## config.mk

```make
export PLATFORM = sky130hd
export DESIGN_NAME = accel_window_delta_detector
export DESIGN_NICKNAME = d
export VERILOG_FILES = /design/src/rtl/core/awdd_pkg.sv /design/src/rtl/core/awdd_div_lane.sv /design/src/rtl/core/accel_window_delta_detector.sv
export SDC_FILE = /design/constraint.sdc
export NUM_CORES = 1
export LEC_CHECK = 0
export BUFFER_PORTS_ARGS = -buffer_cell sky130_fd_sc_hd__buf_2
export CORE_UTILIZATION = 38
export DETAILED_ROUTE_END_ITERATION = 7
export GPL_TIMING_DRIVEN = 0
export PLACE_DENSITY = 0.67
export SETUP_SLACK_MARGIN = 0.3
export SLEW_MARGIN = 20
export SYNTH_ARGS = -nofsm -noshare
export SYNTH_HDL_FRONTEND = slang
export SYNTH_SLANG_ARGS = --single-unit
```

## constraint.sdc

```tcl
create_clock -name clk_i -period 4.65 [get_ports clk_i]
set_clock_uncertainty 0.05 [all_clocks]
set_input_delay 0.93 -clock clk_i [delete_from_list [all_inputs] [get_ports clk_i]]
set_output_delay 0.93 -clock clk_i [all_outputs]
set_load 0.05 [all_outputs]
```

## src/rtl/core/awdd_pkg.sv

```systemverilog
// Shared constants and types for the accelerometer window delta detector.
package awdd_pkg;

  localparam int unsigned FracBits   = 4;
  localparam int unsigned MaxWindow  = 16;
  localparam int unsigned HistDepth  = 3;
  localparam int unsigned CountW     = $clog2(MaxWindow + 1);
  localparam int unsigned FillW      = $clog2(HistDepth + 1);
  localparam int unsigned HistIdxW   = $clog2(HistDepth);
  localparam int unsigned RawW       = 16;
  localparam int unsigned SumW       = 21;
  localparam int unsigned MeanW      = 20;
  localparam int unsigned TempW      = 15;
  localparam int unsigned LimitW     = 20;
  localparam int unsigned HsumW      = 22;
  localparam int unsigned NowW       = 21;

  // Serial divider lanes: dividend magnitude bits and divisor bits.
  localparam int unsigned DivW       = 24;
  localparam int unsigned DenW       = 5;
  localparam int unsigned DivSteps   = DivW;
  localparam int unsigned StepCntW   = $clog2(DivSteps);

  localparam int unsigned TempDen    = 17;
  localparam int unsigned TempOffset = 3653;

  localparam int unsigned InDataW    = 112;
  localparam int unsigned OutDataW   = 144;

  typedef enum logic {
    CFG_LOW_LIMIT  = 1'b0,
    CFG_HIGH_LIMIT = 1'b1
  } cfg_idx_e;

  typedef struct packed {
    logic load;
    logic step;
  } div_ctrl_t;

endpackage

```

## src/rtl/core/awdd_div_lane.sv

```systemverilog
// Bit-serial restoring divider lane: one quotient bit per step.
module awdd_div_lane import awdd_pkg::*; (
  input  logic            clk_i,
  input  div_ctrl_t       ctrl_i,
  input  logic [DivW-1:0] dividend_i,
  input  logic [DenW-1:0] divisor_i,
  output logic [DivW-1:0] quot_o
);

  logic [DenW-1:0] rem_q, rem_d;
  logic [DivW-1:0] acc_q, acc_d;
  logic [DenW-1:0] den_q;
  logic [DenW:0]   trial;
  logic [DenW:0]   diff;
  logic            fits;

  always_comb begin
    trial = {rem_q, acc_q[DivW-1]};
    diff  = trial - {1'b0, den_q};
    fits  = (trial >= {1'b0, den_q});
    rem_d = rem_q;
    acc_d = acc_q;
    if (ctrl_i.load) begin
      rem_d = '0;
      acc_d = dividend_i;
    end else if (ctrl_i.step) begin
      // The remainder stays below the divisor, so it fits in DenW bits.
      rem_d = fits ? diff[DenW-1:0] : trial[DenW-1:0];
      acc_d = {acc_q[DivW-2:0], fits};
    end
  end

  always_ff @(posedge clk_i) begin
    rem_q <= rem_d;
    acc_q <= acc_d;
    if (ctrl_i.load) begin
      den_q <= divisor_i;
    end
  end

  assign quot_o = acc_q;

endmodule

```

## src/rtl/core/accel_window_delta_detector.sv

```systemverilog
// Top level of the accelerometer window delta detector.
//
// Channel   Direction  Handshake                    Contents
// s_axis    in         s_axis_tvalid/s_axis_tready  sample or window close (tuser)
// m_axis    out        m_axis_tvalid/m_axis_tready  means, temperature, gyro, delta, alert
// cfg       in         cfg_we_i                     delta limit registers
//
// A sample transaction can be followed at once by the next one.
// A close transaction runs two passes of 24 steps through the bit-serial divider
// lanes (window means and temperature, then the Z history average), plus five
// bookkeeping states, before its result appears.
// Reset is asynchronous, clears the window and history and restores the default limits.
// Samples are still taken while a result waits on m_axis; a following close
// holds in its last state until the output register is free.
module accel_window_delta_detector import awdd_pkg::*; (
  input  logic                clk_i,
  input  logic                rst_ni,
  input  logic                s_axis_tvalid,
  output logic                s_axis_tready,
  // accel_x, accel_y, accel_z, temp_raw, gyro_x_in, gyro_y_in, gyro_z_in
  input  logic [InDataW-1:0]  s_axis_tdata,
  // cmd
  input  logic [0:0]          s_axis_tuser,
  output logic                m_axis_tvalid,
  input  logic                m_axis_tready,
  // mean_x, mean_y, mean_z, temp_centideg, gyro_x_out, gyro_y_out,
  // gyro_z_out, z_change, alert
  output logic [OutDataW-1:0] m_axis_tdata,
  input  logic                cfg_we_i,
  input  logic [0:0]          cfg_addr_i,
  input  logic [LimitW-1:0]   cfg_wdata_i
);

  typedef enum logic [7:0] {
    S_IDLE   = 8'b0000_0001,
    S_DIV    = 8'b0000_0010,
    S_MEAN   = 8'b0000_0100,
    S_HSUM   = 8'b0000_1000,
    S_LOAD   = 8'b0001_0000,
    S_DIV2   = 8'b0010_0000,
    S_NOW    = 8'b0100_0000,
    S_FINISH = 8'b1000_0000
  } state_e;

  state_e               state_q, state_d;
  logic [StepCntW-1:0]  step_cnt_q, step_cnt_d;

  logic signed [SumW-1:0]  sum_x_q, sum_y_q, sum_z_q;
  logic [CountW-1:0]       count_q;
  logic signed [MeanW-1:0] hist_q [HistDepth];
  logic [FillW-1:0]        fill_q;
  logic signed [RawW-1:0]  prev_z_q, prev_z_d;
  logic [LimitW-1:0]       low_limit_q, high_limit_q;
  logic                    out_valid_q;

  logic                    neg_x_q, neg_y_q, neg_z_q, neg_t_q, neg_h_q;
  logic signed [MeanW-1:0] mean_x_q, mean_y_q, mean_z_q;
  logic signed [TempW-1:0] temp_q;
  logic [RawW-1:0]         gyro_x_q, gyro_y_q, gyro_z_q;
  logic signed [HsumW-1:0] hsum_q;
  logic signed [NowW-1:0]  now_q;
  logic [OutDataW-1:0]     out_data_q;

  logic sample_acc, close_acc, out_free, steps_done;

  logic signed [RawW-1:0] accel_x, accel_y, accel_z, temp_raw;

  logic signed [SumW+FracBits-1:0] scaled_x, scaled_y, scaled_z;
  logic signed [SumW+FracBits-1:0] mag_x, mag_y, mag_z;
  logic signed [RawW+2:0]          temp5, temp5_mag;
  logic [DenW-1:0]                 den_win;
  logic signed [HsumW-1:0]         hsum_mag;

  div_ctrl_t       ctrl_win, ctrl_z;
  logic [DivW-1:0] dvd_z;
  logic [DenW-1:0] den_z;
  logic [DivW-1:0] quot_x, quot_y, quot_z, quot_t;

  logic signed [MeanW-1:0] mean_x_new, mean_y_new, mean_z_new;
  logic signed [TempW-1:0] temp_new;
  logic signed [NowW-1:0]  now_new, now_bias;
  logic signed [HsumW-1:0] diff, diff_mag;
  logic [LimitW-1:0]       change;
  logic                    alert;

  // Input field extraction.
  assign accel_x  = s_axis_tdata[15:0];
  assign accel_y  = s_axis_tdata[31:16];
  assign accel_z  = s_axis_tdata[47:32];
  assign temp_raw = s_axis_tdata[63:48];

  assign s_axis_tready = (state_q == S_IDLE);
  assign sample_acc    = s_axis_tvalid && s_axis_tready && !s_axis_tuser[0];
  assign close_acc     = s_axis_tvalid && s_axis_tready && s_axis_tuser[0];
  assign out_free      = !out_valid_q || m_axis_tready;
  assign steps_done    = (step_cnt_q == StepCntW'(DivSteps - 1));

  // Dividend magnitudes for the window means and the temperature.
  always_comb begin
    scaled_x  = {sum_x_q, {FracBits{1'b0}}};
    scaled_y  = {sum_y_q, {FracBits{1'b0}}};
    scaled_z  = {sum_z_q, {FracBits{1'b0}}};
    mag_x     = scaled_x[SumW+FracBits-1] ? -scaled_x : scaled_x;
    mag_y     = scaled_y[SumW+FracBits-1] ? -scaled_y : scaled_y;
    mag_z     = scaled_z[SumW+FracBits-1] ? -scaled_z : scaled_z;
    temp5     = ((RawW+3)'(temp_raw) <<< 2) + (RawW+3)'(temp_raw);
    temp5_mag = temp5[RawW+2] ? -temp5 : temp5;
    // An empty window has zero sums, so dividing by one gives zero means.
    den_win   = (count_q == '0) ? DenW'(1) : DenW'(count_q);
    hsum_mag  = hsum_q[HsumW-1] ? -hsum_q : hsum_q;
  end

  always_comb begin
    ctrl_win.load = close_acc;
    ctrl_win.step = (state_q == S_DIV);
    ctrl_z.load   = close_acc || (state_q == S_LOAD);
    ctrl_z.step   = (state_q == S_DIV) || (state_q == S_DIV2);
    if (state_q == S_LOAD) begin
      dvd_z = DivW'(hsum_mag);
      den_z = DenW'(fill_q);
    end else begin
      dvd_z = mag_z[DivW-1:0];
      den_z = den_win;
    end
  end

  awdd_div_lane u_div_x (
    .clk_i      (clk_i),
    .ctrl_i     (ctrl_win),
    .dividend_i (mag_x[DivW-1:0]),
    .divisor_i  (den_win),
    .quot_o     (quot_x)
  );

  awdd_div_lane u_div_y (
    .clk_i      (clk_i),
    .ctrl_i     (ctrl_win),
    .dividend_i (mag_y[DivW-1:0]),
    .divisor_i  (den_win),
    .quot_o     (quot_y)
  );

  awdd_div_lane u_div_z (
    .clk_i      (clk_i),
    .ctrl_i     (ctrl_z),
    .dividend_i (dvd_z),
    .divisor_i  (den_z),
    .quot_o     (quot_z)
  );

  awdd_div_lane u_div_t (
    .clk_i      (clk_i),
    .ctrl_i     (ctrl_win),
    .dividend_i (DivW'(temp5_mag)),
    .divisor_i  (DenW'(TempDen)),
    .quot_o     (quot_t)
  );

  // Signed results from the lane magnitudes, truncated toward zero.
  always_comb begin
    mean_x_new = neg_x_q ? -quot_x[MeanW-1:0] : quot_x[MeanW-1:0];
    mean_y_new = neg_y_q ? -quot_y[MeanW-1:0] : quot_y[MeanW-1:0];
    mean_z_new = neg_z_q ? -quot_z[MeanW-1:0] : quot_z[MeanW-1:0];
    temp_new   = (neg_t_q ? -quot_t[TempW-1:0] : quot_t[TempW-1:0])
                 + TempW'(TempOffset);
    now_new    = neg_h_q ? -quot_z[NowW-1:0] : quot_z[NowW-1:0];
  end

  // Delta against the previous integer value, and its truncated successor.
  always_comb begin
    diff     = HsumW'(now_q) - {{(HsumW-RawW-FracBits){prev_z_q[RawW-1]}},
                                prev_z_q, {FracBits{1'b0}}};
    diff_mag = diff[HsumW-1] ? -diff : diff;
    change   = diff_mag[LimitW-1:0];
    alert    = (change <= low_limit_q) || (change >= high_limit_q);
    now_bias = now_q + (now_q[NowW-1] ? NowW'((1 << FracBits) - 1) : NowW'(0));
    prev_z_d = now_bias[RawW+FracBits-1:FracBits];
  end

  always_comb begin
    state_d    = state_q;
    step_cnt_d = step_cnt_q;
    unique case (state_q)
      S_IDLE: begin
        if (close_acc) begin
          state_d = S_DIV;
        end
      end
      S_DIV: begin
        step_cnt_d = step_cnt_q + StepCntW'(1);
        if (steps_done) begin
          step_cnt_d = '0;
          state_d    = S_MEAN;
        end
      end
      S_MEAN: state_d = S_HSUM;
      S_HSUM: state_d = S_LOAD;
      S_LOAD: state_d = S_DIV2;
      S_DIV2: begin
        step_cnt_d = step_cnt_q + StepCntW'(1);
        if (steps_done) begin
          step_cnt_d = '0;
          state_d    = S_NOW;
        end
      end
      S_NOW: state_d = S_FINISH;
      S_FINISH: begin
        if (out_free) begin
          state_d = S_IDLE;
        end
      end
      default: state_d = S_IDLE;
    endcase
  end

  always_ff @(posedge clk_i or negedge rst_ni) begin
    if (!rst_ni) begin
      state_q      <= S_IDLE;
      step_cnt_q   <= '0;
      sum_x_q      <= '0;
      sum_y_q      <= '0;
      sum_z_q      <= '0;
      count_q      <= '0;
      for (int i = 0; i < HistDepth; i++) begin
        hist_q[i] <= '0;
      end
      fill_q       <= FillW'(1);
      prev_z_q     <= '0;
      low_limit_q  <= '0;
      high_limit_q <= '1;
      out_valid_q  <= 1'b0;
    end else begin
      state_q    <= state_d;
      step_cnt_q <= step_cnt_d;

      if (cfg_we_i) begin
        unique case (cfg_idx_e'(cfg_addr_i))
          CFG_LOW_LIMIT:  low_limit_q  <= cfg_wdata_i;
          CFG_HIGH_LIMIT: high_limit_q <= cfg_wdata_i;
        endcase
      end

      if (close_acc) begin
        sum_x_q <= '0;
        sum_y_q <= '0;
        sum_z_q <= '0;
        count_q <= '0;
      end else if (sample_acc && (count_q < CountW'(MaxWindow))) begin
        sum_x_q <= sum_x_q + SumW'(accel_x);
        sum_y_q <= sum_y_q + SumW'(accel_y);
        sum_z_q <= sum_z_q + SumW'(accel_z);
        count_q <= count_q + CountW'(1);
      end

      // Entries past the fill count stay zero, so the sum may read them all.
      if (state_q == S_MEAN) begin
        if (fill_q == FillW'(HistDepth)) begin
          for (int i = 0; i < HistDepth - 1; i++) begin
            hist_q[i] <= hist_q[i+1];
          end
          hist_q[HistDepth-1] <= mean_z_new;
        end else begin
          hist_q[fill_q[HistIdxW-1:0]] <= mean_z_new;
          fill_q <= fill_q + FillW'(1);
        end
      end

      if ((state_q == S_FINISH) && out_free) begin
        prev_z_q    <= prev_z_d;
        out_valid_q <= 1'b1;
      end else if (m_axis_tready) begin
        out_valid_q <= 1'b0;
      end
    end
  end

  always_ff @(posedge clk_i) begin
    if (close_acc) begin
      neg_x_q  <= scaled_x[SumW+FracBits-1];
      neg_y_q  <= scaled_y[SumW+FracBits-1];
      neg_z_q  <= scaled_z[SumW+FracBits-1];
      neg_t_q  <= temp5[RawW+2];
      gyro_x_q <= s_axis_tdata[79:64];
      gyro_y_q <= s_axis_tdata[95:80];
      gyro_z_q <= s_axis_tdata[111:96];
    end
    if (state_q == S_MEAN) begin
      mean_x_q <= mean_x_new;
      mean_y_q <= mean_y_new;
      mean_z_q <= mean_z_new;
      temp_q   <= temp_new;
    end
    if (state_q == S_HSUM) begin
      hsum_q <= HsumW'(hist_q[0]) + HsumW'(hist_q[1]) + HsumW'(hist_q[2]);
    end
    if (state_q == S_LOAD) begin
      neg_h_q <= hsum_q[HsumW-1];
    end
    if (state_q == S_NOW) begin
      now_q <= now_new;
    end
    if ((state_q == S_FINISH) && out_free) begin
      out_data_q <= {alert, change, gyro_z_q, gyro_y_q, gyro_x_q, temp_q,
                     mean_z_q, mean_y_q, mean_x_q};
    end
  end

  assign m_axis_tvalid = out_valid_q;
  assign m_axis_tdata  = out_data_q;

  a_count_bound : assert property (@(posedge clk_i) disable iff (!rst_ni)
    count_q <= CountW'(MaxWindow))
    else $error("window sample count exceeds the window size");

  a_fill_bound : assert property (@(posedge clk_i) disable iff (!rst_ni)
    (fill_q != '0) && (fill_q <= FillW'(HistDepth)))
    else $error("history fill count out of range");

  a_close_starts : assert property (@(posedge clk_i) disable iff (!rst_ni)
    close_acc |=> (state_q == S_DIV) && (count_q == '0) && (step_cnt_q == '0))
    else $error("close transaction did not clear the window and start division");

  a_cnt_idle : assert property (@(posedge clk_i) disable iff (!rst_ni)
    ((state_q != S_DIV) && (state_q != S_DIV2)) |-> (step_cnt_q == '0))
    else $error("division step counter running outside a division pass");

  a_result_on_finish : assert property (@(posedge clk_i) disable iff (!rst_ni)
    ((state_q == S_FINISH) && out_free) |=> out_valid_q && (state_q == S_IDLE))
    else $error("finished close did not present a result");

endmodule
```

==> flow_summary.rst <==
.. list-table::
   :header-rows: 1

   * - Metric
     - Value
   * - Number of distinct library cells after synthesis
     - between 70 and 80
   * - Remaining number of nets flagged by the antenna check after routing
     - 0
   * - Remaining design rule violation count
     - 0
   * - Share of final-layout standard cells stronger than drive strength 1
     - 0.166
   * - Post-Syn Nets
     - 3486
   * - H-tree levels
     - 3
   * - Initial detailed-routing violation count
     - 1618
   * - Effective utilization at floorplan
     - 0.386
   * - Mean Syn Cell Area
     - 11.0 sq um
   * - Routed vias
     - approximately 25000
   * - Tmin final
     - 4420 ps
   * - Number of global-route vias before repair
     - 23944
   * - Largest cells by area after synthesis
     - edfxtp_1 37%, dfrtp_1 13%, ha_1 6.9%
   * - Post-synthesis sequential element count
     - 641
   * - Total number of clock tree sinks
     - 641
   * - Count of pins over their slew limit
     - 0
   * - HPWL after DPL
     - 62100 microns
   * - IO Port Bufs
     - 283
   * - Achievable frequency
     - 0.226 GHz
   * - Number of rows in the core area
     - 109
   * - Post-route standard cell area excluding fillers
     - approximately 0.041 sq mm
   * - Clock-pin slew on the worst setup and hold paths
     - 70 ps
   * - Deepest clock path buffer count
     - 3
   * - Height of the chip
     - approximately 300 microns
   * - Power Density
     - roughly 540 mW/mm^2
   * - Count of mapped cells out of synthesis
     - 3128
   * - Most frequent cells after synthesis
     - 421 x edfxtp_1, 322 x nand2_1, 304 x o21ai_0
   * - Maximum fanout along the worst path
     - 3
   * - Synthesis Warnings
     - 0
   * - IO Count
     - ~290
   * - Cell type contributing the most total cell area after synthesis
     - edfxtp_1
   * - Post-layout instance count excluding filler cells
     - 4740
   * - Total Nets Final
     - slightly below 4000
   * - Unrepaired setup endpoints after global routing
     - yes
   * - Setup violations, final
     - 0
   * - Max-Slew Margin vs Limit
     - 0.355
   * - Status
     - complete, no violations
   * - Maximum number of pins on one net before global-route repair
     - between 80 and 90
   * - Number of max-capacitance violations reported
     - 0
   * - Final Cycle Share
     - 0.951
   * - Number of antenna diodes
     - 0
   * - Per-cell routed wire length
     - between 15 and 20 microns
   * - Required time of the critical path
     - 4960 ps
   * - Fraction of synthesized cell area taken by the top area cell type
     - 0.368
   * - Area of the core
     - a little under 0.09 sq mm
   * - Number of buffers created by CTS
     - between 60 and 70
   * - Root cell of the clock tree
     - clkbuf_16
   * - Post-placement cell area
     - 0.0375 sq mm
   * - Number of antenna violations at the first check in global routing
     - 5
   * - Leakage power summed over all cells
     - 16.4 nW
   * - Critical Setup Path Class
     - reg -> reg
   * - Kind of capture point of the worst setup path
     - register
   * - Startpoint types
     - register
   * - Arrival time of data at the critical path endpoint
     - 4740 ps
   * - Setup TNS
     - 0 ps
   * - Area of the die
     - 0.0916 sq mm
   * - Post-synthesis sequential area ratio
     - 0.526
   * - CTS tree
     - built
   * - Ys async rst share
     - 0.312
   * - DRT Wirelength
     - 84400 microns
   * - Count of flip-flops with a built-in enable after synthesis
     - between 400 and 500
   * - Fin. Hold Viols
     - 0
   * - Die X
     - around 300 microns
   * - Cell area after synthesis
     - 0.0343 sq mm
   * - Skew-Pair Late Insertion Delay
     - around 630 ps
   * - Wire length of the first global-routing pass
     - 132000 microns
   * - TritonRoute pass-1 iters
     - 5
   * - Slew of the pin with the lowest slew margin
     - 968 ps
   * - Detailed-route vias per instance
     - ~5.3
   * - Signed area change from the synthesized netlist to the final layout
     - 18.1%
   * - Placed cells
     - around 4600
   * - Total congestion overflow after global routing
     - 0
   * - Main flop type after synthesis
     - edfxtp_1
   * - IR Drop Worst-Case VDD
     - 0.309 mV
   * - GRT Util Overall
     - 0.182
   * - Routability-driven placement congestion ratio
     - slightly above 0.9
   * - Most used standard cell by instance count after synthesis
     - edfxtp_1
   * - Hold crit path type
     - in -> async
worst max-delay path, cell delays in order (launching register included):
cell	delay, ps
edfxtp_1	460
ha_1	320
nand2b_1	170
a21oi_4	100
o221ai_2	220
a21oi_2	130
a311o_1	430
a2111oi_4	420
nor3b_4	300
a31oi_2	150
xnor2_2	180
ha_1	300
nand4_1	110
nor2_1	140
nand2_1	90
o221ai_1	180
a21oi_1	70
or3_1	360
what timing repair did:
item | in CTS | in global routing
hold buffers | 0 | 0
cloned | 1 | 0
setup endpoints to repair | 140 | 116
pin swaps | 6 | 27
buffers inserted | 7 | 19
gates resized for setup | 39 | 37
cell families after synthesis:
group / after synthesis / share of synthesized area
AND/OR/NAND/NOR: 841 / 0.119
AO/OA/AOI/OAI: 804 / 0.144
flip-flops: 641 / 0.526
XOR/XNOR: 308 / 0.0785
buffers and inverters: 263 / 0.0290
adder cells (fa/ha/maj): 219 / 0.0861
multiplexers: 52 / 0.0171
layout make-up:
cell class	count	area, sq um
Clock inverter	40	648
Inverter	147	558
Fill cell	8181	48400
Buffer	116	462
Clock buffer	84	1840
Sequential cell	641	18100
Timing Repair Buffer	322	1850
Tap cell	1165	1460
Multi-Input combinational cell	2225	15700
final timing paths:
check	startpoint	end	slack, ps	cells past startpoint
setup / recovery	now_q[5]	m_axis_tdata[143]	230	17
hold / removal	rst_ni	sum_y_q[8]	110	1
setup reg to reg	now_q[5]	m_axis_tdata[143]	230	17
hold reg to reg	mean_x_q[0]	m_axis_tdata[0]	360	0
max in group asynchronous	rst_ni	high_limit_q[16]	3210	3
min in group clk_i	mean_x_q[0]	m_axis_tdata[0]	360	0
cells in the final DEF, fill, tap and decap left out, types with 20 or more instances in the layout:
master	count
a21o_1	53
xor2_1	138
a22oi_1	41
inv_1	143
or2_2	23
fa_1	27
buf_2	282
mux2_2	42
or3_1	35
ha_1	185
dfstp_2	22
o211ai_1	24
clkbuf_16	69
xnor2_1	157
nand2b_1	38
dfxtp_1	20
a21oi_1	160
nand2_1	321
nor3_1	51
clkbuf_1	112
and3_1	20
o21ai_0	299
nand3_1	54
o31ai_1	53
buf_4	32
nor2b_1	53
dfrtp_1	178
nor2_1	141
edfxtp_1	421
or4_1	22
sequential cells by signal, summed over array words and instances (netlist names), 22 cells and up:
name and count:
hsum_q 22, u_div_z.quot_o 24, u_div_y.quot_o 24, u_div_x.quot_o 24, hist_q 60, u_div_t.quot_o 24, m_axis_tdata 144
per-stage QoR:
stage,worst slack [ps],hold slack [ps],util,power [mW]
3_5_place_dp,-617,355,0.422,16.0
6_report,229,111,0.456,22.0
5_1_grt,21.4,118,0.456,23.5
2_1_floorplan,231,350,-,13.9
3_3_place_gp,-1150,350,0.419,15.8
4_1_cts,146,96.6,0.453,22.2
per-layer routing:
metal	share of wire	global-route usage	vias up
li1	-	-	12209
met1	0.44	0.241	11922
met2	0.48	0.299	624
met3	0.049	0.0294	148
met4	0.031	0.0663	10
met5	0.00089	0	-
report_power, final:
group	internal, mW	switching (mW)
logic	3.18	4.53
registers	7.37	0.922
clock network	3.69	2.35
total	14.2	7.81
Note: power is estimated with default switching activity, not from simulation.
